==> config.mk <==
export PLATFORM = sky130hd
export DESIGN_NAME = lrmp_fifo
export DESIGN_NICKNAME = d
export VERILOG_FILES = /design/src/rtl/lidar_range_map_plotter_assert.svh /design/src/rtl/lrmp_pkg.sv /design/src/rtl/lrmp_fifo.sv
export SDC_FILE = /design/constraint.sdc
export NUM_CORES = 1
export LEC_CHECK = 0
export ABC_AREA = 1
export BUFFER_PORTS_ARGS = -buffer_cell sky130_fd_sc_hd__buf_4
export CORE_MARGIN = 2
export CORE_UTILIZATION = 45
export CTS_BUF_LIST = sky130_fd_sc_hd__clkbuf_16
export DETAILED_ROUTE_END_ITERATION = 10
export PLACE_DENSITY_LB_ADDON = 0.1
export SYNTH_ARGS = -nofsm -noshare
export SYNTH_HDL_FRONTEND = slang
export SYNTH_SLANG_ARGS = --single-unit
==> constraint.sdc <==
create_clock -name clk -period 2.4 [get_ports clk]
set_input_delay 0.48 -clock clk [delete_from_list [all_inputs] [get_ports clk]]
set_output_delay 0.48 -clock clk [all_outputs]
set_load 0.1 [all_outputs]
==> src/rtl/lidar_range_map_plotter_assert.svh <==
// assertion macros for the range map plotter rtl
`ifndef LIDAR_RANGE_MAP_PLOTTER_ASSERT_SVH
`define LIDAR_RANGE_MAP_PLOTTER_ASSERT_SVH

// same-cycle implication, disabled while in reset
`define LRMP_ASSERT_IMP(label, ante, cons, msg) \
	label: assert property (@(posedge clk) disable iff (!arst_n) (ante) |-> (cons)) \
		else $error(msg);

// next-cycle implication, disabled while in reset
`define LRMP_ASSERT_NXT(label, ante, cons, msg) \
	label: assert property (@(posedge clk) disable iff (!arst_n) (ante) |=> (cons)) \
		else $error(msg);

`endif

==> src/rtl/lrmp_pkg.sv <==
// shared types, codes and trig table for the range map plotter
`timescale 1ns / 1ps

package lrmp_pkg;

	// input modes
	localparam logic [1:0] MODE_BYTE    = 2'd0;
	localparam logic [1:0] MODE_QUERY   = 2'd1;
	localparam logic [1:0] MODE_RESTART = 2'd2;

	// configuration register indexes
	localparam logic [1:0] CFG_CENTER_X    = 2'd0;
	localparam logic [1:0] CFG_CENTER_Y    = 2'd1;
	localparam logic [1:0] CFG_SCALE_SHIFT = 2'd2;

	// configuration reset values
	localparam logic [8:0] CENTER_X_RST    = 9'd159;
	localparam logic [7:0] CENTER_Y_RST    = 8'd119;
	localparam logic [1:0] SCALE_SHIFT_RST = 2'd1;

	// node framing: byte 4 is the last of a node
	localparam logic [2:0] NODE_LAST = 3'd4;

	// command queue between front and back
	localparam int QDEPTH = 4;
	localparam int QPTR_W = 2;

	// angle constants in degrees
	localparam logic [9:0] DEG_TURN    = 10'd360;
	localparam logic [9:0] DEG_QUARTER = 10'd90;
	localparam logic [8:0] DEG_90      = 9'd90;
	localparam logic [8:0] DEG_180     = 9'd180;
	localparam logic [8:0] DEG_270     = 9'd270;
	localparam logic [8:0] DEG_360     = 9'd360;

	// pi in q30
	localparam logic [63:0] PI_Q30 = 64'd3373259426;

	typedef struct packed {
		logic        is_query;
		logic [8:0]  angle;
		logic [15:0] raw;
	} cmd_t;

	typedef struct packed {
		logic [8:0] center_x;
		logic [7:0] center_y;
		logic [1:0] scale_shift;
	} cfg_t;

	typedef struct packed {
		logic [14:0] mag;
		logic        neg;
	} trig_t;

	// one taylor step: product in q30; the caller divides by the term's factor
	function automatic logic [63:0] taylor_mul(input logic [63:0] term, input logic [63:0] x2);
		return (term * x2) >> 30;
	endfunction

	// q14 sine of k degrees for k in 0..90, elaboration only
	function automatic logic [14:0] sin_quarter_calc(input int unsigned k);
		logic [63:0]        x;
		logic [63:0]        x2;
		logic [63:0]        term;
		logic signed [63:0] sum;
		x    = (64'(k) * PI_Q30) / 64'd180;
		x2   = (x * x) >> 30;
		term = x;
		sum  = $signed(x);
		term = taylor_mul(term, x2) / 64'd6;
		sum  = sum - $signed(term);
		term = taylor_mul(term, x2) / 64'd20;
		sum  = sum + $signed(term);
		term = taylor_mul(term, x2) / 64'd42;
		sum  = sum - $signed(term);
		term = taylor_mul(term, x2) / 64'd72;
		sum  = sum + $signed(term);
		term = taylor_mul(term, x2) / 64'd110;
		sum  = sum - $signed(term);
		term = taylor_mul(term, x2) / 64'd156;
		sum  = sum + $signed(term);
		term = taylor_mul(term, x2) / 64'd210;
		sum  = sum - $signed(term);
		term = taylor_mul(term, x2) / 64'd272;
		sum  = sum + $signed(term);
		if (sum < 0) begin
			sum = '0;
		end
		return 15'(($unsigned(sum) + 64'd32768) >> 16);
	endfunction

	// quarter-wave table, 128 slots, slots past 90 unused
	function automatic logic [128*15-1:0] build_sin_tab();
		logic [128*15-1:0] tab;
		tab = '0;
		for (int k = 0; k <= 90; k++) begin
			tab[k*15 +: 15] = sin_quarter_calc(k);
		end
		return tab;
	endfunction

	localparam logic [128*15-1:0] SIN_TAB = build_sin_tab();

	function automatic logic [14:0] sin_lookup(input logic [6:0] k);
		return SIN_TAB[k*15 +: 15];
	endfunction

	// fold an angle below two turns into one turn
	function automatic logic [8:0] wrap_turn(input logic [9:0] a);
		return (a >= DEG_TURN) ? 9'(a - DEG_TURN) : a[8:0];
	endfunction

	// sine of an angle in 0..359 by quadrant symmetry
	function automatic trig_t sin_deg(input logic [8:0] a);
		logic [8:0] k;
		logic       neg;
		if (a <= DEG_90) begin
			k   = a;
			neg = 1'b0;
		end else if (a <= DEG_180) begin
			k   = DEG_180 - a;
			neg = 1'b0;
		end else if (a <= DEG_270) begin
			k   = a - DEG_180;
			neg = 1'b1;
		end else begin
			k   = DEG_360 - a;
			neg = 1'b1;
		end
		return '{mag: sin_lookup(k[6:0]), neg: neg};
	endfunction

	// floor(v / 5) for v below 8192, by reciprocal multiply
	function automatic logic [10:0] div5(input logic [12:0] v);
		logic [25:0] p;
		p = 26'(v) * 26'd6554;
		return p[25:15];
	endfunction

endpackage

==> src/rtl/lrmp_fifo.sv <==
// short command queue between the front and the back
`timescale 1ns / 1ps

module lrmp_fifo (
	input  logic           clk,
	input  logic           arst_n,
	input  logic           push,
	input  lrmp_pkg::cmd_t push_cmd,
	output logic           push_ready,
	output logic           pop_valid,
	output lrmp_pkg::cmd_t pop_cmd,
	input  logic           pop
);
	import lrmp_pkg::*;

	cmd_t              slot_q [QDEPTH];
	logic [QPTR_W-1:0] wr_ptr_q;
	logic [QPTR_W-1:0] rd_ptr_q;
	logic [QPTR_W:0]   count_q;
	logic              do_push;
	logic              do_pop;

	assign push_ready = (count_q != (QPTR_W+1)'(QDEPTH));
	assign pop_valid  = (count_q != '0);
	assign pop_cmd    = slot_q[rd_ptr_q];
	assign do_push    = push && push_ready;
	assign do_pop     = pop && pop_valid;

	// storage
	always_ff @(posedge clk) begin
		if (do_push) begin
			slot_q[wr_ptr_q] <= push_cmd;
		end
	end

	// pointers and fill level
	always_ff @(posedge clk or negedge arst_n) begin
		if (!arst_n) begin
			wr_ptr_q <= '0;
			rd_ptr_q <= '0;
			count_q  <= '0;
		end else begin
			if (do_push) begin
				wr_ptr_q <= wr_ptr_q + 1'b1;
			end
			if (do_pop) begin
				rd_ptr_q <= rd_ptr_q + 1'b1;
			end
			case ({do_push, do_pop})
				2'b10:   count_q <= count_q + 1'b1;
				2'b01:   count_q <= count_q - 1'b1;
				default: count_q <= count_q;
			endcase
		end
	end
endmodule

* Yosys cells after proc, flatten, opt, wreduce, memory -nomap -nowiden
Memories as Yosys holds them, arrays and structs flattened. Index checks and enable logic that the tools add are counted.
Word-level totals: memory bits (writable) 104, register bits 7, bits of input ports 30, output and inout bits 28, word-level logic and storage cells 18, memories kept 1
Operators by class: add/subtract/negate cells 4, reductions and logical operators 4, muxes and demuxes 3, equal/unequal tests 3
Memory list:
- slot_q | depth 4, width 26, read ports 1, clocked after Yosys merged registers in 0, wr ports 1, line lrmp_fifo.sv:16 | cmd_t slot_q [QDEPTH];
Operators by type and width (count):
- case mux 3 bit (2 select lines) | 1
- adder 2 x 1 -> 2 bit (second input constant) | 2
- adder 3 x 1 -> 3 bit (second input constant) | 1
- != test 3 bit (second input constant) | 1
- nonzero test 3 bit | 1
- subtractor 3 x 1 -> 3 bit (second input constant) | 1
- == test 2 x 1 -> 1 bit (second input constant) | 1
- == test 2 bit (second input constant) | 1
- logical AND 1 bit | 2
- 2-to-1 mux 1 bit | 2
- nonzero test 2 bit | 1

* Longest topological paths before layout
Gate-level depths: netlist (run 1).
depth after elaboration 4, gate-level depth with buffers 12, depth with buffers taken out 12

* Worst setup path before layout (run 1)
OpenSTA, ideal clock, no wires.
path type register -> register, start point reg count_q[0], end point mem slot_q[0][0] (netlist name), enable pin, buffers on the path 0, library setup time 409 ps, clock period less this slack 3025 ps, stages on the path, launching flop included 5, arrival 2616 ps, data required time 1991 ps, path slack -625 ps, cell sequence dfrtp_1 > inv_2 > nand3_1 > nand2_2 > nor2_1
On the way: word-level cells in the longest chain between the ends 4
Ends and longest elaborated chain:
- start: declaration | line lrmp_fifo.sv:19 | logic [QPTR_W:0] count_q;
- start signal: assignment | line lrmp_fifo.sv:50 | 2'b10: count_q <= count_q + 1'b1;
- start signal: assignment | line lrmp_fifo.sv:51 | 2'b01: count_q <= count_q - 1'b1;
- start signal: assignment | line lrmp_fifo.sv:52 | default: count_q <= count_q;
- != test 3 bit | line lrmp_fifo.sv:23 | assign push_ready = (count_q != (QPTR_W+1)'(QDEPTH));
- net push_ready | line lrmp_fifo.sv:9 | output logic push_ready,
- logical AND 1 bit | line lrmp_fifo.sv:26 | assign do_push = push && push_ready;
- 2-to-1 mux 1 bit | line lrmp_fifo.sv:31 | if (do_push) begin
- 2-to-1 mux 1 bit (implied by the code) | line lrmp_fifo.sv:32 | slot_q[wr_ptr_q] <= push_cmd;
- end: declaration | line lrmp_fifo.sv:16
The timed path passes the listed nets, and every way through them passes these cells.

==> flow_summary.toml, run 1 <==
[routing]
drt_wl_total_mm = 8.36
num_vias = 2723
drc = 0
drt_iter0_drc = 82
drt_pass1_iterations = 4
ant_nets = 0
via_per_inst = 4.80
wl_per_cell_um = 14.7

[timing]
rsz0062_at_grt = "false"
hold_viol = 0
setup_violations = 0
fin_crit_ps = 2200
tightest_slew_ps = 438
finalSetupTns_ps = 0
slew_violations = 0
maxSlewHeadroom_pct = 70.8
clock_skew_ps = 7.78
period_share_pct = 91.5
max_freq_mhz = 455

[place]
io_buffers = 57
hpwl_mm = 5.30
place.gp.congestion = 0.744

[setup_path]
crit_required_ps = 1920
critPathCaptureType = "primary output"
worstSetupPathType = "register to primary output"
cp-startpoint = "rd_ptr_q[1]"
start_kind = "register"
crit_fanout = 12
r2r_start = "count_q[0]"
arrival_ps = 1720

[final_layout]
multiInputGateArea_sq_mm = 0.00114
antenna_cells = 0
syn2layout_area_growth_pct = 20.3
nNetsFinal = 462
seq_area_sq_mm = 0.00330
postLayoutCoreUtil_pct = 55.6
drive_gt1_share_pct = 31.3
nFillCells = 854

[run]
maxCapViolations = 0

[grt]
grt_antenna_before_repair = 0
grt_max_degree = 65
grt_pass1_wl_mm = 13.7
grt_pass1_vias = 2756
grt.overflow.total = 0
grt_usage_pct = 16.0

[clocking]
cts_buffers = 9
clk_latency_ps = 340
htree_levels = 3
clockRootBuffer = "clkbuf_16"
cts_tree = "yes"
post_cts_buffers = 0
cts.sinks = 111
clk_path_buf_depth = 2
clk_pin_slew_ps = 80

[floorplanning]
io_pins = 58
rows = 37
die_w_um = 107
start_util_pct = 46.2
coreArea_sq_mm = 0.0103
die_y_um = 107
die_area_sq_mm = 0.0115

[synth]
yosys_warnings = 0
synthCells = 362
synth_cell_types = 18
netlist_area_sq_mm = 0.00477
synth_fp_nets = 398
ys_seq_area_share_pct = 69.1
avgSynthCellArea_sq_um = 13.2
yosys_register_bits = 111

[worst_hold_path]
hold_start = "push_cmd[19]"
holdCritPathClass = "primary input to register"

[run_status]
status = "finished, final reports clean"
## synth_stat cells (all sizes together)
library cell    n  share of area, %
edfxtp        104                65
nand2          96               7.6
inv            67               5.3
o211ai         52                12
buf            16               2.6
dfrtp           7               3.7
nand3           7              0.73
ha              5               1.3
nor2            4              0.31
fa              1              0.42
nand4           1              0.13
o21ai           1              0.10
xnor2           1              0.18
## critical path, cell delays in order (launching register included)
cell	delay [ps]
dfrtp_1	390
inv_2	290
buf_4	230
o211ai_2	100
nand2_1	70
buf_4	280
## per-layer routing
| layer | global-route usage, % | part of all wire, % | vias up |
|---|---|---|---|
| met5 | 0 | 0 | - |
| met4 | 6.12 | 1.6 | 0 |
| met3 | 2.80 | 2.6 | 13 |
| met2 | 26.7 | 51 | 45 |
| met1 | 20.8 | 45 | 1302 |
| li1 | - | - | 1363 |
## registers in the layout (all words and copies together), names as in the netlist
signal    cells
rd_ptr_q      2
wr_ptr_q      2
count_q       3
slot_q      104
## cell usage in the layout (no fill, tap or decap), drive strengths merged
cell type / instances
o21ai: 1
dfrtp: 7
edfxtp: 104
clkbuf: 9
inv: 69
fa: 1
nand4: 1
nor2: 4
nand3: 7
o211ai: 52
buf: 68
nand2: 96
dlygate4sd3: 1
ha: 5
clkinv: 3
xnor2: 1
bufinv: 1
clkinvlp: 1
## through the flow
stage | setup slack, ps | cells | cell area [sq um] | hold slack (ps)
after floorplan | 85.7 | 362 | 4790 | 184
final | 204 | 567 | 5740 | 332
after detailed placement | 476 | 550 | 5420 | 304
after CTS | 92.8 | 567 | 5740 | 326
after global placement | 516 | 550 | 5420 | 303
after global routing | 101 | 567 | 5740 | 323
## area by class of cell
cell class	count	share of cell area, %
clock buffers	9	3.92
repair buffers	69	10.0
multi-input cells	168	19.9
well taps	136	2.96
inverters	67	4.42
clock inverters	7	1.39
flip-flops and latches	111	57.4
## path summary, 6_finish.rpt
check / end / slack (ps) / depth (start not counted)
worst max-delay path: pop_cmd[0] / 200 / 5
worst min-delay path: slot_q[2][19] / 330 / 1
worst max register to register: count_q[2] / 470 / 10
worst min register to register: count_q[0] / 490 / 1
max in group asynchronous: rd_ptr_q[1] / 1790 / 2
min in group asynchronous: count_q[0] / 480 / 2
## cells by family (layout without fill, tap and decap cells)
family / after synthesis / in the layout / share of synthesized area, %
flops: 111 / 111 / 69.1
fa+ha+maj: 6 / 6 / 1.73
xor+xnor: 1 / 1 / 0.183
simple gates: 108 / 108 / 8.78
compound gates: 53 / 53 / 12.4
buf+inv: 83 / 152 / 7.86
## repair_timing
action	4_1_cts	5_1_grt
hold buffers	1	0
setup endpoints to repair	0	3
gates resized for setup	0	1
endpoints found under the hold margin	7	0
Power of run 1 is not shown: default switching activity piles up to over one toggle a cycle in this logic, so the estimate is an artifact.
==> inputs of run 2 (changes only) <==
==> constraint.sdc (replaced) <==
create_clock -name clk -period 1.9 [get_ports clk]
set_input_delay 0.38 -clock clk [delete_from_list [all_inputs] [get_ports clk]]
set_output_delay 0.38 -clock clk [all_outputs]
set_load 0.1 [all_outputs]
==> run 2 against run 1 <==
  * The flow now finishes with violations (setup timing)
  * Flip-flop and latch count unchanged
  * Register-to-register slack worse by 320 ps
  * Core utilization up 8.4 points
  * Critical path depth up 2
  * Final cell count up 3.4%
  * Setup slack worse by 270 ps
  * Die area unchanged
  * Wire length up 13%
  * Sequential share of layout area down 7.5 points
  * Cell area up 15%
  * Via count up 5.1%
  * Largest cell class unchanged
==> flow_summary.toml, run 2 (same netlist as run 1, synthesis figures left out) <==
[timing]
finalSetupTns_ps = -759
hold_viol = 0
period_share_pct = 103
rsz0062_at_grt = "true"
clock_skew_ps = 7.87
slew_violations = 0
tightest_slew_ps = 365
maxSlewHeadroom_pct = 75.6
fin_crit_ps = 1960
setup_slack_ps = -61.6
max_freq_mhz = 510
setup_violations = 19

[final_layout]
drive_gt1_share_pct = 42.4
largest_reg_flops = 104
regMostFlops = "slot_q"
final_common_cell = "edfxtp_1"
final_cell_area_sq_mm = 0.00661
antenna_cells = 0
seq_area_sq_mm = 0.00330
nFillCells = 770
layout_common_cells = "104 x edfxtp_1, 61 x inv_1, 60 x nand2_1"
nNetsFinal = 481
multiInputGateArea_sq_mm = 0.00135
top_regs = "slot_q x104, count_q x3"
syn2layout_area_growth_pct = 38.3

[clocking]
clk_pin_slew_ps = 80
cts.sinks = 111
htree_levels = 3
clockRootBuffer = "clkbuf_16"
cts_buffers = 9
clk_latency_ps = 340
clk_path_buf_depth = 2
cts_tree = "yes"

[place]
place.gp.congestion = 0.743
placed_area_sq_mm = 0.00553
hpwl_mm = 5.56
io_buffers = 57

[floorplanning]
start_util_pct = 46.2
io_pins = 58
die_area_sq_mm = 0.0115
rows = 37
coreArea_sq_mm = 0.0103
die_w_um = 107
die_y_um = 107

[setup_path]
critPathCaptureType = "primary output"
worstSetupPathType = "register to primary output"
arrival_ps = 1580
slowest_delay_ps = 420
start_kind = "register"
crit_required_ps = 1520
crit_fanout = 11
cp-startpoint = "rd_ptr_q[0]"
r2r_start = "count_q[0]"
critical-path-slowest-cell = "dfrtp_1"
crit_chain = "inv_4, buf_6, buf_12, nand2_1, o211ai_1, nand2_1, buf_12"

[worst_hold_path]
hold_start = "push_cmd[7]"
holdCritPathClass = "primary input to register"

[grt]
grt_pass1_vias = 2843
grt_usage_pct = 17.0
grt.overflow.total = 0
grt_max_degree = 23
grt_antenna_before_repair = 0
grt_pass1_wl_mm = 14.6

[routing]
drt_wl_total_mm = 9.41
num_vias = 2863
drt_pass1_iterations = 4
wl_met3_um = 256
wl_per_cell_um = 16.1
ant_nets = 0
via_per_inst = 4.89
drt_iter0_drc = 108
met2_length_mm = 4.93
dr.max_layer_used = "met4"
wirelength_met1_mm = 4.12
drc = 0

[run_status]
violations = "setup timing"
status = "finished with violations"

[run]
maxCapViolations = 0
run 2: cell type report:
| class | count | share of cell area (%) |
|---|---|---|
| sequential | 111 | 49.9 |
| clock inverter | 7 | 1.29 |
| multi-input combinational | 168 | 20.4 |
| inverter | 67 | 3.85 |
| timing repair buffer | 88 | 18.5 |
| clock buffer | 9 | 3.41 |
| tap | 136 | 2.58 |
run 2: worst paths after layout:
path	to	slack, ps	depth (start not counted)
worst max-delay path	pop_cmd[4]	-60	7
worst min-delay path	slot_q[2][7]	230	1
worst max register to register	count_q[2]	150	10
worst min register to register	count_q[0]	500	1
max in group asynchronous	rd_ptr_q[0]	1390	2
min in group asynchronous	count_q[2]	380	2
run 2: critical path: cells and delay by family (launching register included):
kind	cells	cell delay, ps
flip-flops	1	420
buffers and inverters	4	580
AO/OA/AOI/OAI	1	70
AND/OR/NAND/NOR	2	170
run 2: per-layer routing:
metal | vias to the layer above | global-route usage (%)
met5 | - | 0
met4 | 0 | 5.57
met3 | 8 | 2.74
met2 | 43 | 28.9
met1 | 1401 | 22.3
li1 | 1411 | -
run 2: repair_timing:
item / 4_1_cts / 5_1_grt
buffers inserted: 6 / 1
endpoints found under the setup margin: 26 / 26
endpoints found under the hold margin: 7 / 0
gates cloned: 5 / 5
pin swaps: 6 / 16
resized for setup: 84 / 41
hold buffers: 1 / 0
run 2: through the flow:
step	setup slack, ps	util [%]	hold slack (ps)	std cells
after global routing	-142	64.0	219	586
after floorplan	-65.8	-	84.4	362
after global placement	228	53.6	201	554
final	-61.6	64.0	233	586
after CTS	-94.9	61.7	221	582
after detailed placement	167	53.6	199	554
Power of run 2 is left out for the same reason.
==> inputs of run 3 (changes only) <==
--- a/config.mk
+++ b/config.mk
@@ -10,6 +10,7 @@
 export CORE_MARGIN = 2
 export CORE_UTILIZATION = 45
 export CTS_BUF_LIST = sky130_fd_sc_hd__clkbuf_16
+export CTS_CLUSTER_DIAMETER = 40
 export DETAILED_ROUTE_END_ITERATION = 10
 export PLACE_DENSITY_LB_ADDON = 0.1
 export SYNTH_ARGS = -nofsm -noshare
==> constraint.sdc (replaced) <==
create_clock -name clk -period 1.9 [get_ports clk]
set_input_delay 0.38 -clock clk [delete_from_list [all_inputs] [get_ports clk]]
set_output_delay 0.38 -clock clk [all_outputs]
set_load 0.005 [all_outputs]
==> run 3 against run 2 <==
  * The flow still finishes with violations (setup timing)
  * Cell area is 8.8% lower
  * Setup slack better by 61 ps
  * Clock skew down 2.5 ps
  * Flip-flop and latch count did not move
  * Via count is 0.21% higher
  * Non-clock buffer count is 5 lower
  * Core utilization fell by 5.7 points
  * Worst hold slack got worse by 7.6 ps
  * Final cell count is 0.85% lower
  * Highest routed layer unchanged
==> flow_summary.toml, run 3 (same netlist as run 1, synthesis figures left out) <==
[setup_path]
crit_fanout = 17
crit_required_ps = 1520
start_kind = "register"
timing.rr.end = "count_q[2]"
slowest_delay_ps = 480
critPathCaptureType = "primary output"
crit_buf_inv = 3
arrival_ps = 1520
crit_family = "flip-flops"
worstSetupPathType = "register to primary output"
critical-path-slowest-cell = "dfrtp_2"
cp-startpoint = "rd_ptr_q[0]"
r2r_start = "count_q[0]"
reg2regPathDepth = 10
critPathMostFrequentCell = "nand2_1"
crit_chain = "inv_8, buf_12, nand2_1, o211ai_2, nand2_1, buf_4"
rrSetupSlack_ps = 160

[final_layout]
antenna_cells = 0
nNetsFinal = 477
top_regs = "slot_q x104, count_q x3"
layout_common_cells = "104 x edfxtp_1, 95 x nand2_1, 68 x buf_4"
regMostFlops = "slot_q"
syn2layout_area_growth_pct = 26.1
largest_reg_flops = 104
final_common_cell = "edfxtp_1"
drive_gt1_share_pct = 33.9
stdcell_count = 581

[routing]
drt_iter0_drc = 119
wl_per_cell_um = 16.2
ant_nets = 0
drt_pass1_iterations = 4
num_vias = 2869
drt_wl_total_mm = 9.42
via_per_inst = 4.94
drc = 0

[worst_hold_path]
hold_start = "push_cmd[20]"
hold_end = "slot_q[0][20]"
hold_depth = 1
holdCritPathClass = "primary input to register"

[clocking]
cts_tree = "yes"
clk_pin_slew_ps = 80
clockRootBuffer = "clkbuf_16"
clk_latency_ps = 350
cts.sinks = 111
clk_path_buf_depth = 2
htree_levels = 3
cts_buffers = 9

[place]
place.gp.congestion = 0.716
hpwl_mm = 5.40
io_buffers = 57
place_ws_ps = 111
placedCellCount = 556

[floorplanning]
rows = 37
die_area_sq_mm = 0.0115
start_util_pct = 46.2
die_w_um = 107
coreArea_sq_mm = 0.0103
die_y_um = 107
io_pins = 58

[timing]
holdWs_ps = 225
setup_slack_ps = -0.375
fin_crit_ps = 1900
setup_violations = 1
clock_skew_ps = 5.37
period_share_pct = 100
maxSlewHeadroom_pct = 77.4
tightest_slew_ps = 338
max_freq_mhz = 526
rsz0062_at_grt = "true"
slew_violations = 0
hold_viol = 0

[power_and_ir_drop]
power.leakage_nw = 2.54
total_power_w = 0.00938
seqPwrFrac_pct = 36.5
p_per_area_mw_per_mm2 = 1560
p_int_w = 0.00618
peakVddDrop_mv = 0.599
p_comb_share_pct = 43.3
p_sw_share_pct = 34.1
clockPowerShare_pct = 20.2
p_switching_w = 0.00320

[run]
maxCapViolations = 0

[grt]
grt.overflow.total = 0
grt_pass1_vias = 2637
grt_max_degree = 29
grt_antenna_before_repair = 0
grt_pass1_wl_mm = 14.2
grt_usage_pct = 16.7

[run_status]
status = "finished with violations"
violations = "setup timing"
## run 3: metrics by stage
stage          TNS (ps)  instance area, sq um  util, %
6_report         -0.375                  6020     58.3
3_3_place_gp          0                  5490     53.1
2_1_floorplan    -33060                  4770        -
5_1_grt           -1220                  6020     58.3
3_5_place_dp          0                  5490     53.1
4_1_cts           -35.7                  5870     56.8
## run 3: how the worst max path moves through the flow
| stage | to | slack, ps | cells past startpoint |
|---|---|---|---|
| finish | pop_cmd[24] | -0.4 | 6 |
| global route | pop_cmd[1] | -100 | 6 |
| CTS | pop_cmd[17] | -20 | 6 |
| detailed placement | count_q[2] | 110 | 11 |
| global placement | count_q[2] | 220 | 11 |
| floorplan | slot_q[0][0] | -320 | 4 |
## run 3: cell type report
cell class	instances	area, sq um
repair buffers	83	847
clock buffers	9	225
well taps	136	170
fillers	837	4300
multi-input cells	168	1140
flip-flops and latches	111	3300
repair inverters	1	6.26
inverters	67	262
clock inverters	6	68.8
## run 3: what timing repair did
| action | CTS | global route |
|---|---|---|
| gates cloned | 2 | 6 |
| resized for setup | 6 | 7 |
| endpoints found under the setup margin | 23 | 28 |
| buffers inserted | 1 | 0 |
| endpoints found under the hold margin | 7 | 0 |
| hold buffers | 1 | 0 |
## run 3: worst reg2reg max path, cell delays in order, from the launching register on
cell and delay [ps]:
dfrtp_1 400, inv_2 100, nand3_2 120, nand2_2 90
ha_1 170, inv_1 70, fa_1 380, nand2_1 100
nand3_1 90, nand2_1 70, nand2_1 50
## run 3: metal layers
layer	GRT usage (%)	vias to the layer above	wire length, um
met5	0	-	0
met4	6.40	0	174
met3	3.77	15	337
met2	27.6	58	4790
met1	21.7	1392	4120
li1	-	1404	-
## run 3: power groups by stage
stage / Combinational [W] / Sequential (W) / Clock, W
6_report: 0.00406 / 0.00343 / 0.00189
5_1_grt: 0.00446 / 0.00347 / 0.00202
4_1_cts: 0.00377 / 0.00340 / 0.00193
3_5_place_dp: 0.00351 / 0.00345 / 0
3_3_place_gp: 0.00345 / 0.00344 / 0
2_1_floorplan: 0.00209 / 0.00343 / 0
Note: power is estimated with default switching activity, not from simulation.
