[src/rtl/lidar_range_map_plotter_assert.svh]
// assertion macros for the range map plotter rtl
`ifndef LIDAR_RANGE_MAP_PLOTTER_ASSERT_SVH
`define LIDAR_RANGE_MAP_PLOTTER_ASSERT_SVH

// same-cycle implication, disabled while in reset
`define LRMP_ASSERT_IMP(label, ante, cons, msg) \
	label: assert property (@(posedge clk) disable iff (!arst_n) (ante) |-> (cons)) \
		else $error(msg);

// next-cycle implication, disabled while in reset
`define LRMP_ASSERT_NXT(label, ante, cons, msg) \
	label: assert property (@(posedge clk) disable iff (!arst_n) (ante) |=> (cons)) \
		else $error(msg);

`endif

[src/rtl/lrmp_pkg.sv]
// shared types, codes and trig table for the range map plotter
`timescale 1ns / 1ps

package lrmp_pkg;

	// input modes
	localparam logic [1:0] MODE_BYTE    = 2'd0;
	localparam logic [1:0] MODE_QUERY   = 2'd1;
	localparam logic [1:0] MODE_RESTART = 2'd2;

	// configuration register indexes
	localparam logic [1:0] CFG_CENTER_X    = 2'd0;
	localparam logic [1:0] CFG_CENTER_Y    = 2'd1;
	localparam logic [1:0] CFG_SCALE_SHIFT = 2'd2;

	// configuration reset values
	localparam logic [8:0] CENTER_X_RST    = 9'd159;
	localparam logic [7:0] CENTER_Y_RST    = 8'd119;
	localparam logic [1:0] SCALE_SHIFT_RST = 2'd1;

	// node framing: byte 4 is the last of a node
	localparam logic [2:0] NODE_LAST = 3'd4;

	// command queue between front and back
	localparam int QDEPTH = 4;
	localparam int QPTR_W = 2;

	// angle constants in degrees
	localparam logic [9:0] DEG_TURN    = 10'd360;
	localparam logic [9:0] DEG_QUARTER = 10'd90;
	localparam logic [8:0] DEG_90      = 9'd90;
	localparam logic [8:0] DEG_180     = 9'd180;
	localparam logic [8:0] DEG_270     = 9'd270;
	localparam logic [8:0] DEG_360     = 9'd360;

	// pi in q30
	localparam logic [63:0] PI_Q30 = 64'd3373259426;

	typedef struct packed {
		logic        is_query;
		logic [8:0]  angle;
		logic [15:0] raw;
	} cmd_t;

	typedef struct packed {
		logic [8:0] center_x;
		logic [7:0] center_y;
		logic [1:0] scale_shift;
	} cfg_t;

	typedef struct packed {
		logic [14:0] mag;
		logic        neg;
	} trig_t;

	// one taylor step: product in q30; the caller divides by the term's factor
	function automatic logic [63:0] taylor_mul(input logic [63:0] term, input logic [63:0] x2);
		return (term * x2) >> 30;
	endfunction

	// q14 sine of k degrees for k in 0..90, elaboration only
	function automatic logic [14:0] sin_quarter_calc(input int unsigned k);
		logic [63:0]        x;
		logic [63:0]        x2;
		logic [63:0]        term;
		logic signed [63:0] sum;
		x    = (64'(k) * PI_Q30) / 64'd180;
		x2   = (x * x) >> 30;
		term = x;
		sum  = $signed(x);
		term = taylor_mul(term, x2) / 64'd6;
		sum  = sum - $signed(term);
		term = taylor_mul(term, x2) / 64'd20;
		sum  = sum + $signed(term);
		term = taylor_mul(term, x2) / 64'd42;
		sum  = sum - $signed(term);
		term = taylor_mul(term, x2) / 64'd72;
		sum  = sum + $signed(term);
		term = taylor_mul(term, x2) / 64'd110;
		sum  = sum - $signed(term);
		term = taylor_mul(term, x2) / 64'd156;
		sum  = sum + $signed(term);
		term = taylor_mul(term, x2) / 64'd210;
		sum  = sum - $signed(term);
		term = taylor_mul(term, x2) / 64'd272;
		sum  = sum + $signed(term);
		if (sum < 0) begin
			sum = '0;
		end
		return 15'(($unsigned(sum) + 64'd32768) >> 16);
	endfunction

	// quarter-wave table, 128 slots, slots past 90 unused
	function automatic logic [128*15-1:0] build_sin_tab();
		logic [128*15-1:0] tab;
		tab = '0;
		for (int k = 0; k <= 90; k++) begin
			tab[k*15 +: 15] = sin_quarter_calc(k);
		end
		return tab;
	endfunction

	localparam logic [128*15-1:0] SIN_TAB = build_sin_tab();

	function automatic logic [14:0] sin_lookup(input logic [6:0] k);
		return SIN_TAB[k*15 +: 15];
	endfunction

	// fold an angle below two turns into one turn
	function automatic logic [8:0] wrap_turn(input logic [9:0] a);
		return (a >= DEG_TURN) ? 9'(a - DEG_TURN) : a[8:0];
	endfunction

	// sine of an angle in 0..359 by quadrant symmetry
	function automatic trig_t sin_deg(input logic [8:0] a);
		logic [8:0] k;
		logic       neg;
		if (a <= DEG_90) begin
			k   = a;
			neg = 1'b0;
		end else if (a <= DEG_180) begin
			k   = DEG_180 - a;
			neg = 1'b0;
		end else if (a <= DEG_270) begin
			k   = a - DEG_180;
			neg = 1'b1;
		end else begin
			k   = DEG_360 - a;
			neg = 1'b1;
		end
		return '{mag: sin_lookup(k[6:0]), neg: neg};
	endfunction

	// floor(v / 5) for v below 8192, by reciprocal multiply
	function automatic logic [10:0] div5(input logic [12:0] v);
		logic [25:0] p;
		p = 26'(v) * 26'd6554;
		return p[25:15];
	endfunction

endpackage

[src/rtl/lrmp_in_if.sv]
// input channel: scanner bytes, queries and framing restarts
`timescale 1ns / 1ps

interface lrmp_in_if;
	logic       valid;
	logic       ready;
	logic [1:0] mode;
	logic [7:0] scan_byte;
	logic [8:0] query_angle;

	modport source (output valid, output mode, output scan_byte, output query_angle,
		input ready);
	modport sink (input valid, input mode, input scan_byte, input query_angle,
		output ready);
endinterface

[src/rtl/lrmp_front.sv]
// front: node framing of scanner bytes, query filtering, command push
`timescale 1ns / 1ps

module lrmp_front #(
	parameter int ANGLE_BINS = 360
) (
	input  logic           clk,
	input  logic           arst_n,
	lrmp_in_if.sink        scan_in,
	input  logic           clearing,
	input  logic           push_ready,
	output logic           push,
	output lrmp_pkg::cmd_t push_cmd
);
	import lrmp_pkg::*;

	localparam logic [9:0] BINS = 10'(ANGLE_BINS);

	logic [2:0] phase_q;
	logic [7:0] node_q [3];
	logic [2:0] ph;
	logic [8:0] node_angle;
	logic       accept;

	assign scan_in.ready = push_ready && !clearing;
	assign accept        = scan_in.valid && scan_in.ready;

	// a phase past the last byte of a node counts as the start of a node
	assign ph         = (phase_q > NODE_LAST) ? '0 : phase_q;
	assign node_angle = {node_q[1], node_q[0][7]};

	// classify the beat into a map write, a query or nothing
	always_comb begin
		push     = 1'b0;
		push_cmd = '0;
		case (scan_in.mode)
			MODE_BYTE: begin
				push_cmd.is_query = 1'b0;
				push_cmd.angle    = node_angle;
				push_cmd.raw      = {scan_in.scan_byte, node_q[2]};
				push = accept && (ph == NODE_LAST) && ({1'b0, node_angle} < BINS);
			end
			MODE_QUERY: begin
				push_cmd.is_query = 1'b1;
				push_cmd.angle    = scan_in.query_angle;
				push = accept && ({1'b0, scan_in.query_angle} < BINS);
			end
			default: begin
				push = 1'b0;
			end
		endcase
	end

	// node framing state
	always_ff @(posedge clk or negedge arst_n) begin
		if (!arst_n) begin
			phase_q   <= '0;
			node_q[0] <= '0;
			node_q[1] <= '0;
			node_q[2] <= '0;
		end else if (accept) begin
			case (scan_in.mode)
				MODE_BYTE: begin
					case (ph) inside
						[3'd1:3'd3]: node_q[2'(ph - 3'd1)] <= scan_in.scan_byte;
						default: ;
					endcase
					phase_q <= (ph == NODE_LAST) ? '0 : ph + 3'd1;
				end
				MODE_RESTART: begin
					phase_q <= '0;
				end
				default: ;
			endcase
		end
	end
endmodule

[src/flat_wrapper.sv]
// flat-port wrapper written by rule: the top's interface ports become plain ports
module lrmp_front_flat import lrmp_pkg::*;
#(
	parameter int ANGLE_BINS = 360
)
  (clk, arst_n, clearing, push_ready, push, push_cmd, scan_in_valid, scan_in_mode, scan_in_scan_byte, scan_in_query_angle, scan_in_ready);
  lrmp_in_if scan_in_i ();
  input  logic clk;
  input  logic arst_n;
  input  logic clearing;
  input  logic push_ready;
  output logic push;
  output lrmp_pkg::cmd_t push_cmd;
  input wire logic [$bits(scan_in_i.valid)-1:0] scan_in_valid;
  input wire logic [$bits(scan_in_i.mode)-1:0] scan_in_mode;
  input wire logic [$bits(scan_in_i.scan_byte)-1:0] scan_in_scan_byte;
  input wire logic [$bits(scan_in_i.query_angle)-1:0] scan_in_query_angle;
  output wire logic [$bits(scan_in_i.ready)-1:0] scan_in_ready;
  assign scan_in_i.valid = scan_in_valid;
  assign scan_in_i.mode = scan_in_mode;
  assign scan_in_i.scan_byte = scan_in_scan_byte;
  assign scan_in_i.query_angle = scan_in_query_angle;
  assign scan_in_ready = scan_in_i.ready;
  lrmp_front #(.ANGLE_BINS(ANGLE_BINS)) u_core (.clk(clk), .arst_n(arst_n), .scan_in(scan_in_i), .clearing(clearing), .push_ready(push_ready), .push(push), .push_cmd(push_cmd));
endmodule
[config.mk]
export PLATFORM = sky130hd
export DESIGN_NAME = lrmp_front_flat
export DESIGN_NICKNAME = d
export VERILOG_FILES = /design/src/rtl/lidar_range_map_plotter_assert.svh /design/src/rtl/lrmp_pkg.sv /design/src/rtl/lrmp_in_if.sv /design/src/rtl/lrmp_front.sv /design/src/flat_wrapper.sv
export SDC_FILE = /design/constraint.sdc
export NUM_CORES = 1
export LEC_CHECK = 0
export ABC_AREA = 1
export CAP_MARGIN = 5
export CORE_MARGIN = 2
export CORE_UTILIZATION = 25
export DETAILED_ROUTE_END_ITERATION = 7
export DONT_BUFFER_PORTS = 1
export RECOVER_POWER = 100
export SYNTH_ARGS = -nofsm -noshare
export SYNTH_HDL_FRONTEND = slang
export SYNTH_SLANG_ARGS = --single-unit
[constraint.sdc]
create_clock -name clk -period 2.8 [get_ports clk]
set_clock_uncertainty 0.05 [all_clocks]
set_input_delay 0.42 -clock clk [delete_from_list [all_inputs] [get_ports clk]]
set_output_delay 0.42 -clock clk [all_outputs]
set_load 0.005 [all_outputs]
Yosys cells after proc, flatten, opt, wreduce, memory -nomap -nowiden
Cells that the tools add are included.
{"block": "totals", "input_bits": 24, "output_inout_bits": 28, "regBits": 27}
{"block": "op_classes", "n_eq_ne": 3, "n_reduce_logical": 12, "n_mux": 9, "addsub": 2, "n_bitwise": 1, "order_cmp": 7}
{"operator": "bitwise mux 24 bit", "n": 1}
{"operator": "one-hot mux 10 bit (2 select lines)", "n": 1}
{"operator": "< comparator 9 bit, second input constant", "n": 2}
{"operator": "demux 8 bit (select 2 bit)", "n": 1}
{"operator": "two-way mux 16 bit", "n": 1}
{"operator": "two-way mux 8 bit", "n": 1}
{"operator": "logical AND 1 bit", "n": 7}
{"operator": "two-way mux 3 bit", "n": 2}
{"operator": "one-hot mux 3 bit (2 select lines)", "n": 1}
{"operator": "adder 3 x 1 -> 3 bit, second input constant", "n": 1}
{"operator": "== test 3 bit, second input constant", "n": 1}
{"operator": "greater-or-equal comparator 3 x 1 -> 1 bit, second input constant", "n": 1}
{"operator": "greater-or-equal comparator 3 bit, second input constant", "n": 1}
{"operator": "> comparator 3 bit, second input constant", "n": 1}
{"operator": "<= comparator 3 x 2 -> 1 bit, second input constant", "n": 1}
{"operator": "< comparator 3 x 1 -> 1 bit, second input constant", "n": 1}
{"operator": "NOT 2 -> 3 bit", "n": 1}
{"operator": "AND reduction 3 bit", "n": 1}
{"operator": "== test 2 x 1 -> 1 bit, second input constant", "n": 1}
{"operator": "== test 2 bit, second input constant", "n": 1}
{"operator": "zero test 2 bit", "n": 1}
{"operator": "one-hot mux 1 bit (2 select lines)", "n": 1}
{"operator": "AND reduction 2 bit", "n": 1}
{"operator": "nonzero test 2 bit", "n": 1}
{"operator": "2 further kinds", "n": 2}

Logic depth before layout (Yosys ltp)
Gate-level depths: netlist (run 1).
{"block": "logic_depth", "word_depth": 9, "mapped_depth": 12, "ltp_nobuf": 11}

Worst setup path before layout (run 1)
Ideal clock, no wire load.
{"block": "synth_timing", "kind": "input port to output port", "from": "input scan_in_mode[1]", "to": "output push", "required_time_ns": 2.330, "setup_slack_ns": 1.207, "t_arrival_ns": 1.123, "path_stages": 6, "path_cell_list": "nor2_4 inv_4 nor2_8 buf_6 nand3_1 nand2_1"}
{"block": "synth_between", "elab_chain_len": 2}
{"item": "start: declaration", "line_no": "flat_wrapper.sv:15", "rtl": "input wire logic [$bits(scan_in_i.mode)-1:0] scan_in_mode;"}
{"item": "== test 2 x 1 -> 1 bit or zero test 2 bit (tied branches)", "line_no": "lrmp_front.sv:36", "rtl": "case (scan_in.mode)"}
{"item": "one-hot mux 1 bit (2 select lines) *", "line_no": "lrmp_front.sv:36"}
{"item": "end: declaration", "line_no": "flat_wrapper.sv:12", "rtl": "output logic push;"}
Every way passes the cells marked *; elsewhere a longest branch is shown, timed or not.

Worst setup path after layout (run 1)
Same ends and word-level chain as after synthesis.

==> metrics.cfg, run 1 <==
[setup_path]
reg2reg_from = u_core.phase_q[2]$_DFFE_PN0P_
end_kind = output pin
startpoint = scan_in_mode[1]
r2r_setup_slack_ps = 620
crit_fanout = 23
required_ps = 2330
reg2reg_to = u_core.node_q[5]$_DFFE_PN0P_
arrival_ps = 1730
critPathLaunchType = input port
reg2reg_depth = 11
criticalPathCategory = input port to output pin

[logic_synthesis]
yosysSeqAreaShare = 0.3854
avgSynthCellArea_um2 = 7.338
synth_nets = 206
synth_compound_area_frac = 0.07129
synthAdderAreaFrac = 0.04817
synth-xor-area-share = 0.006744
synth.mux.area_fraction = 0
yosysTopAreaCell = dfrtp_1
synth.top_cell.area_share = 0.3854
synth_cells = 177
ys_types = 23
netlist_area_mm2 = 0.001299
synth_area_leaders = dfrtp_1 (39%), nand2_1 (15%), nand4_1 (8.2%)
synth_top_family_by_area = simple AND/OR/NAND/NOR gates
synth_seq_cells = 20
async_reset_ff_frac = 1.000
synth_edf_count = 0
synth-main-ff-cell = dfrtp_1
yosys.area_share.simple = 0.3574
yosys_warnings = 0

[timing]
relSlewSlack = 0.4118
whs_ps = 266.2
drv_slew = 0
worst_slew_pin_slew_ps = 879.4
finalWorstPathRequiredPeriod_ps = 2198
setup_viol = 0
fmax_ghz = 0.4550
hold_violations = 0
setup_tns_ps = 0
rsz0062_at_grt = false
fin_crit_sh = 0.7849

[cells_and_area]
register_area_um2 = 500.5
fillCellCount = 563
mostFrequentLayoutCell = nand2_1
nets = 205
layout_common_cells = nand2_1 (53), inv_1 (28), nor2_1 (21)
multiInputGateArea_um2 = 615.6
post-route-util = 0.2759
synthToLayoutAreaGrowth_pct = 7.803
drive_gt1_frac = 0.05143
design_area_mm2 = 0.001400
diodes = 0

[min_path]
min_from = scan_in_scan_byte[0]
worstHoldEndpoint = u_core.node_q[0]$_DFFE_PN0P_
whs_path_depth = 2
min_path_type = input port to flop

[cts]
htreeDepth = 1
clockBufferDepth = 2
cts.repair.resized = 0
cts.clk_slew.worst_paths_ps = 70
cts_made_buffers = 3
cts_root_buffer = clkbuf_8
clk_latency_ps = 260
tritoncts = built
cts.sinks = 20

[run_status]
status = finished clean

[global_route]
grt_antenna_before_repair = 0
grt_use_total = 0.1093
overflow = 0
grt_max_degree = 24
grt_pass1_wl_um = 5057
grt_pass1_vias = 1037

[detailed_routing]
drc = 0
vias = 1091
dr.pass1.iters = 4
wl_per_cell_um = 12.56
viasPerCell = 4.453
routed_wirelength_um = 3076
drt-initial-drc-count = 54
ant_nets = 0

[power_and_ir_drop]
irDropWorstVdd_uv = 173.6
leakage_nw = 0.7447
powerDensity_mw_per_mm2 = 531.8
power_uw = 744.5

[floorplanning]
io_pins = 52
fp.dieH_um = 76.08
rows = 26
dieArea_mm2 = 0.005787
die_w_um = 76.08
initial_utilization = 0.2559
core_region_area_mm2 = 0.005075

[placement]
place_area_mm2 = 0.001331
io_buffers = 0
gp_congestion = 0.7388
dp_hpwl_um = 2401

[run]
cap_viol_max_count = 0

routing by layer:
layer  part of all wire  vias to the layer above  track usage
li1                   -                      553            -
met1               0.46                      498       0.1374
met2               0.46                       36       0.1821
met3              0.063                        4      0.03318
met4             0.0072                        0      0.03091
met5                  0                        -            0
critical path, stage by stage:
cell,delay [ps]
nor2_1,530
inv_4,230
nor2_8,330
nand3_1,120
nand2_1,100
Yosys cell counts, types with 2 or more instances:
library cell	number
nand4_1	17
inv_1	27
buf_2	2
dfrtp_1	20
a22o_1	6
o21ai_0	7
buf_6	3
nand3_1	4
ha_1	5
nor2_1	20
nand3_2	2
nand2_1	53
cells by family (layout without fill, tap and decap cells):
family / after synthesis / after routing
flip-flops: 20 / 20
buffers and inverters: 37 / 35
XOR/XNOR: 1 / 1
AND/OR/NAND/NOR: 100 / 100
AO/OA/AOI/OAI: 14 / 14
adder cells (fa/ha/maj): 5 / 5
stage by stage:
step	std cells	setup WS, ps
after floorplan	177	1207
after global placement	240	996.9
after detailed placement	240	964.0
after CTS	245	947.9
after global routing	245	413.8
final	245	602.3
worst max-delay path by stage:
stage	end	slack, ps
floorplan	push	1210
global placement	push	1000
detailed placement	u_core.node_angle[4]$_DFFE_PN0P_	960
CTS	u_core.node_angle[4]$_DFFE_PN0P_	950
global route	u_core.node_q[7]$_DFFE_PN0P_	410
finish	push	600
repair_timing:
item,CTS,global route
hold endpoints to repair,20,0
hold buffers,1,0
setup buffers,0,0
where the power goes:
group,switching [mW],total [mW],internal [mW]
Sequential,0.0130,0.318,0.305
Combinational,0.102,0.142,0.0399
Clock,0.0936,0.284,0.191
Total,0.209,0.745,0.536
layout make-up:
| type | count | area share |
|---|---|---|
| Clock inverter | 1 | 0.02145 |
| Inverter | 30 | 0.08222 |
| Sequential cell | 20 | 0.3575 |
| Tap cell | 70 | 0.06256 |
| Timing Repair Buffer | 1 | 0.007149 |
| Clock buffer | 3 | 0.02949 |
| Multi-Input combinational cell | 120 | 0.4397 |
registers in the layout, indices dropped and copies added, names as in the netlist:
name	flops
u_core.node_angle	9
u_core.node_q	8
u_core.phase_q	3
Note: power is estimated with default switching activity, not from simulation.
==> inputs of run 2 (changes only) <==
Settings changed: ABC_AREA 1 to 0.
Clock period 2.8 ns to 2.05 ns, I/O delays scaled along.
==> run 2 against run 1 <==
  * First-iteration DRC count is 13% higher
  * Die area decreased by 4.0%
  * Sequential cell count unchanged
  * Register-to-register slack got worse by 490 ps
  * Routed wire length shrank 4.7%
  * Synthesized area fell by 4.2%
  * Global-route usage is 0.29 points lower
  * Sequential power is 42% higher
  * Synthesized cell count shrank 35%
  * Total power increased by 37%
  * Critical path type is now flop to flop
  * Largest cell class unchanged
  * Largest power group unchanged
==> metrics.cfg, run 2 <==
[run_status]
status = finished clean

[logic_synthesis]
synth_nets = 144  ; -30%
synth.mux.area_fraction = 0.2354  ; +0.2354
yosys_warnings = 0  ; unchanged
ys_types = 26  ; +13%
synth-xor-area-share = 0  ; -0.006744
synth_edf_count = 0  ; unchanged
synth_seq_cells = 20  ; unchanged
yosysSeqAreaShare = 0.4024  ; +0.01706
yosysTopAreaCell = dfrtp_1
async_reset_ff_frac = 1.000  ; unchanged
netlist_area_mm2 = 0.001244  ; -4.2%
synth-main-ff-cell = dfrtp_1
avgSynthCellArea_um2 = 10.81  ; +47%
synth.top_cell.area_share = 0.4024  ; +0.01706
synth_top_cells_by_count = dfrtp_1 (20), mux2_2 (17), and2_1 (16)
synth_area_leaders = dfrtp_1 (40%), mux2_2 (15%), and2_1 (8.0%)
yosys.area_share.simple = 0.2384  ; -0.1190
synth_compound_area_frac = 0.05332  ; -0.01797
synth_top_family_by_area = simple AND/OR/NAND/NOR gates
synth_cells = 115  ; -35%
synthAdderAreaFrac = 0.05030  ; +0.002132
yosysMostFrequentCell = dfrtp_1

[cts]
cts.sinks = 20  ; unchanged
clockBufferDepth = 2  ; unchanged
cts_made_buffers = 3  ; unchanged
cts.clk_slew.worst_paths_ps = 70  ; about the same
tritoncts = built
clk_latency_ps = 250  ; about the same
cts_root_buffer = clkbuf_8
htreeDepth = 1  ; unchanged

[floorplanning]
dieArea_mm2 = 0.005555  ; -4.0%
initial_utilization = 0.2616  ; +0.005662
fp.dieH_um = 74.53  ; -2.0%
io_pins = 52  ; unchanged
rows = 25  ; -3.8%
die_w_um = 74.53  ; -2.0%
core_region_area_mm2 = 0.004755  ; -6.3%

[detailed_routing]
routed_wirelength_um = 2930  ; -4.7%
wl_per_cell_um = 15.84  ; +26%
vias = 854  ; -22%
drt-initial-drc-count = 61  ; +13%
dr.pass1.iters = 4  ; unchanged
drc = 0  ; unchanged
viasPerCell = 4.616  ; +3.7%
ant_nets = 0  ; unchanged

[setup_path]
crit_slowest_cell = dfrtp_2
cp_cell_sequence = nand2b_4 > inv_1 > ha_1 > o21ai_1 > a21oi_2 > buf_4 > nand3_4 > mux2_1
max_stage_delay_ps = 450  ; -80 ps
required_ps = 2140  ; -190 ps
arrival_ps = 2020  ; +290 ps
critPathLaunchType = flop
reg2reg_depth = 8  ; -3
crit_fanout = 8  ; -65%
end_kind = flop
criticalPathCategory = flop to flop

[global_route]
grt_pass1_wl_um = 4588  ; -9.3%
grt_use_total = 0.1065  ; -0.002859
overflow = 0  ; unchanged
grt_max_degree = 21  ; -13%
grt_pass1_vias = 947  ; -8.7%
grt_antenna_before_repair = 0  ; unchanged

[cells_and_area]
largest_register_ffs = 9  ; unchanged
diodes = 0  ; unchanged
drive_gt1_frac = 0.2458  ; +0.1943
fillCellCount = 495  ; -12%
synthToLayoutAreaGrowth_pct = 13.48
layout_common_cells = dfrtp_1 (19), mux2_2 (17), and2_0 (15)
design_area_mm2 = 0.001411  ; +0.80%
nets = 148  ; -28%
mostFrequentLayoutCell = dfrtp_1

[timing]
setup_tns_ps = 0  ; unchanged
rsz0062_at_grt = false
setup_viol = 0  ; unchanged
drv_slew = 0  ; unchanged
fmax_ghz = 0.5202
fin_crit_sh = 0.9378
worst_slew_pin_slew_ps = 913.8  ; +34.45 ps
finalWorstPathRequiredPeriod_ps = 1922
hold_violations = 0  ; unchanged
relSlewSlack = 0.3888  ; -0.02304

[power_and_ir_drop]
leakage_nw = 0.6874  ; -7.7%
powerDensity_mw_per_mm2 = 722.2  ; +36%
irDropWorstVdd_uv = 216.1  ; +25%

[min_path]
whs_path_depth = 1  ; -1
min_path_type = input port to flop

[run]
cap_viol_max_count = 0  ; unchanged

[placement]
dp_hpwl_um = 2324  ; -3.2%
io_buffers = 0  ; unchanged
place_area_mm2 = 0.001318  ; -1.0%
gp_congestion = 0.6963  ; -5.8%

run 2: cell count changes in the layout (fill, tap and decap cells not counted), sizes merged, moves of 3 or more:
cell | before | now
mux2i | 0 | 9
and2 | 0 | 16
nand2 | 54 | 5
nor2 | 22 | 13
inv | 29 | 2
nand4 | 17 | 2
nand3 | 6 | 3
a22o | 6 | 0
mux2 | 0 | 18
run 2: metrics by stage:
stage                     setup slack, ps  power, mW  std cells  utilization  hold WS, ps
after floorplan                     181.9     0.5859        115            -       -38.09
after global placement              128.7     0.5990        179       0.2771       -37.67
after detailed placement           0.1672     0.6136        179       0.2771       -37.43
after CTS                           66.62      1.024        185       0.2958        125.7
after global routing                6.134      1.079        185       0.2968        118.8
final                               127.6      1.019        185       0.2968        127.8
run 2: cell families (layout without fill, tap and decap cells):
family,count (synthesis),after routing
mux,27,27
fa+ha+maj,5,5
compound gates,10,10
flops,20,20
buf+inv,6,9
simple gates,47,47
run 2: path summary, 6_finish.rpt:
check,start,end,slack [ps]
worst max-delay path,u_core.phase_q[2]$_DFFE_PN0P_,u_core.node_angle[4]$_DFFE_PN0P_,130
worst min-delay path,scan_in_scan_byte[3],u_core.node_angle[4]$_DFFE_PN0P_,130
worst max register to register,u_core.phase_q[2]$_DFFE_PN0P_,u_core.node_angle[4]$_DFFE_PN0P_,130
worst min register to register,u_core.node_q[2]$_DFFE_PN0P_,u_core.node_q[2]$_DFFE_PN0P_,460
max in group asynchronous,arst_n,u_core.phase_q[2]$_DFFE_PN0P_,750
min in group asynchronous,arst_n,u_core.node_angle[8]$_DFFE_PN0P_,580
run 2: layer usage:
layer	vias to the layer above	part of all wire	track usage
met3	6	0.067	0.02846
met4	0	0.011	0.02778
li1	399	-	-
met5	-	0	0
met1	416	0.43	0.1400
met2	33	0.49	0.1740
run 2: worst max-delay path: cells and delay by family, from the launching register on:
kind / cells / cell delay (ps)
flops: 1 / 450
mux: 1 / 340
simple gates: 2 / 300
fa+ha+maj: 1 / 200
compound gates: 2 / 210
buf+inv: 2 / 260
run 2: power by group:
part	total, mW	switching, mW	internal, mW
Combinational	0.182	0.101	0.0812
Sequential	0.450	0.0298	0.421
Clock	0.387	0.127	0.260
Total	1.02	0.257	0.762
run 2: timing repair:
action,in CTS,in global routing
pin swaps,1,0
hold buffers,1,0
buffers inserted,1,0
gates resized for setup,0,2
hold endpoints to repair,20,0
endpoints found under the setup margin,3,16
run 2: final cells by class:
type / count / area, um^2 / area share
repair buffers: 3 / 21.27 / 0.01507
multi-input cells: 89 / 725.7 / 0.5142
clock buffers: 3 / 41.29 / 0.02926
flip-flops and latches: 20 / 501.7 / 0.3555
inverters: 2 / 7.507 / 0.005319
clock inverters: 1 / 30.03 / 0.02128
well taps: 67 / 83.83 / 0.05940
==> inputs of run 3 (changes only) <==
Settings changed: CORE_ASPECT_RATIO set to 1.75.
==> run 3 against run 2 <==
  * Die area rose by 0.40%
  * Global-route usage barely moved
  * Combinational power rose by 4%
  * Sequential power barely moved
  * Worst setup slack got worse by 15 ps
  * Total power fell by 8.8%
  * Clock power fell by 25%
  * Largest power group unchanged
==> metrics.cfg, run 3 (synthesis gave the netlist of run 2 again) <==
[placement]
dp_hpwl_um = 2241  ; -3.6%
gp_congestion = 0.6757  ; -3.0%
io_buffers = 0  ; unchanged

[detailed_routing]
vias = 873  ; +2.2%
drc = 0  ; unchanged
wl_per_cell_um = 16.47  ; +4.0%
drt-initial-drc-count = 22  ; -64%
routed_wirelength_um = 2832  ; -3.3%
viasPerCell = 5.076  ; +10%
ant_nets = 0  ; unchanged
dr.pass1.iters = 4  ; unchanged

[setup_path]
required_ps = 2140  ; about the same
arrival_ps = 2030  ; about the same
criticalPathCategory = flop to flop
crit_fanout = 8  ; unchanged
end_kind = flop
critPathLaunchType = flop

[power_and_ir_drop]
irDropWorstVdd_uv = 259.6  ; +20%
power_uw = 930.1  ; -8.8%
powerDensity_mw_per_mm2 = 672.1  ; -6.9%
leakage_nw = 0.6820  ; -0.78%

[cts]
tritoncts = built
cts_made_buffers = 3  ; unchanged
cts_root_buffer = clkbuf_8
cts.sinks = 20  ; unchanged
clk_latency_ps = 250  ; about the same
htreeDepth = 1  ; unchanged
clockBufferDepth = 2  ; unchanged
cts.clk_slew.worst_paths_ps = 70  ; about the same

[cells_and_area]
diodes = 0  ; unchanged
mostFrequentLayoutCell = dfrtp_1
synthToLayoutAreaGrowth_pct = 11.27
largest_register_ffs = 9  ; unchanged
drive_gt1_frac = 0.2627  ; +0.01695
nets = 148  ; unchanged
layout_common_cells = dfrtp_1 (20), mux2_2 (17), and2_0 (15)

[global_route]
grt_pass1_vias = 951  ; +0.42%
grt_max_degree = 21  ; unchanged
grt_pass1_wl_um = 4554  ; -0.74%
grt_antenna_before_repair = 0  ; unchanged
overflow = 0  ; unchanged
grt_use_total = 0.1066  ; +0.0001846

[floorplanning]
initial_utilization = 0.2542  ; -0.007359
die_w_um = 57.32  ; -23%
io_pins = 52  ; unchanged
core_region_area_mm2 = 0.004892  ; +2.9%
fp.dieH_um = 97.31  ; +31%
rows = 34  ; +36%
dieArea_mm2 = 0.005577  ; +0.40%

[run_status]
status = finished clean

[timing]
fin_crit_sh = 0.9449  ; +0.007132
fmax_ghz = 0.5163  ; -0.75%
whs_ps = 145.9  ; +18.11 ps
setup_viol = 0  ; unchanged
worst_slew_pin_slew_ps = 885.1  ; -28.68 ps
setup_tns_ps = 0  ; unchanged
rsz0062_at_grt = false
hold_violations = 0  ; unchanged
finalWorstPathRequiredPeriod_ps = 1937  ; +14.62 ps
relSlewSlack = 0.4080  ; +0.01918
drv_slew = 0  ; unchanged

[min_path]
min_path_type = input port to flop

[run]
cap_viol_max_count = 0  ; unchanged

[run 3: final cells by class]
class / instances / area [um^2]
sequential: 20 / 500.5
timing repair buffer: 3 / 21.27
clock buffer: 4 / 55.05
fill: 511 / 3508
tap: 54 / 67.56
multi-input combinational: 89 / 732.0
inverter: 2 / 7.507
[run 3: path summary, 6_finish.rpt]
check	slack, ps	to	startpoint	depth (start not counted)
worst max-delay path	110	u_core.node_angle[4]$_DFFE_PN0P_	u_core.phase_q[2]$_DFFE_PN0P_	8
worst min-delay path	150	u_core.node_angle[2]$_DFFE_PN0P_	scan_in_scan_byte[1]	1
worst max register to register	110	u_core.node_angle[4]$_DFFE_PN0P_	u_core.phase_q[2]$_DFFE_PN0P_	8
worst min register to register	450	u_core.node_q[2]$_DFFE_PN0P_	u_core.node_q[2]$_DFFE_PN0P_	1
max in group asynchronous	840	u_core.node_angle[7]$_DFFE_PN0P_	arst_n	1
min in group asynchronous	570	u_core.node_q[6]$_DFFE_PN0P_	arst_n	1
[run 3: what timing repair did]
item                                    4_1_cts  5_1_grt
pin swaps                                     1        0
setup buffers                                 1        0
hold buffers                                  1        0
resized for setup                             0        5
gates cloned                                  0        0
endpoints found under the hold margin        20        0
endpoints found under the setup margin       16       17
[run 3: per-layer routing]
layer	up-vias	track usage	wire length, um
met5	-	0	0
met4	0	0.06977	103
met3	10	0.01332	188
met2	48	0.1768	1423
met1	406	0.1249	1117
li1	409	-	-
[run 3: power by group]
group / internal (mW) / switching (mW) / total, mW
registers: 0.421 / 0.0291 / 0.450
logic: 0.0834 / 0.105 / 0.189
clock network: 0.171 / 0.121 / 0.292
total: 0.675 / 0.255 / 0.930
[run 3: metrics by stage]
step	instance area, um^2	util	setup slack (ps)	instances
5_1_grt	1384	0.2829	26.43	172
2_1_floorplan	1244	-	181.9	115
4_1_cts	1374	0.2808	8.983	172
3_3_place_gp	1301	0.2660	126.0	166
6_report	1384	0.2829	113.0	172
3_5_place_dp	1301	0.2660	-41.00	166
[run 3: worst max-delay path, stage by stage, from the launching register on]
cell and delay, ps:
dfrtp_1 440, nand2b_4 190, inv_2 90, ha_2 200
o21ai_1 80, a21oi_2 130, buf_4 160, nand3_4 140
mux2_4 330
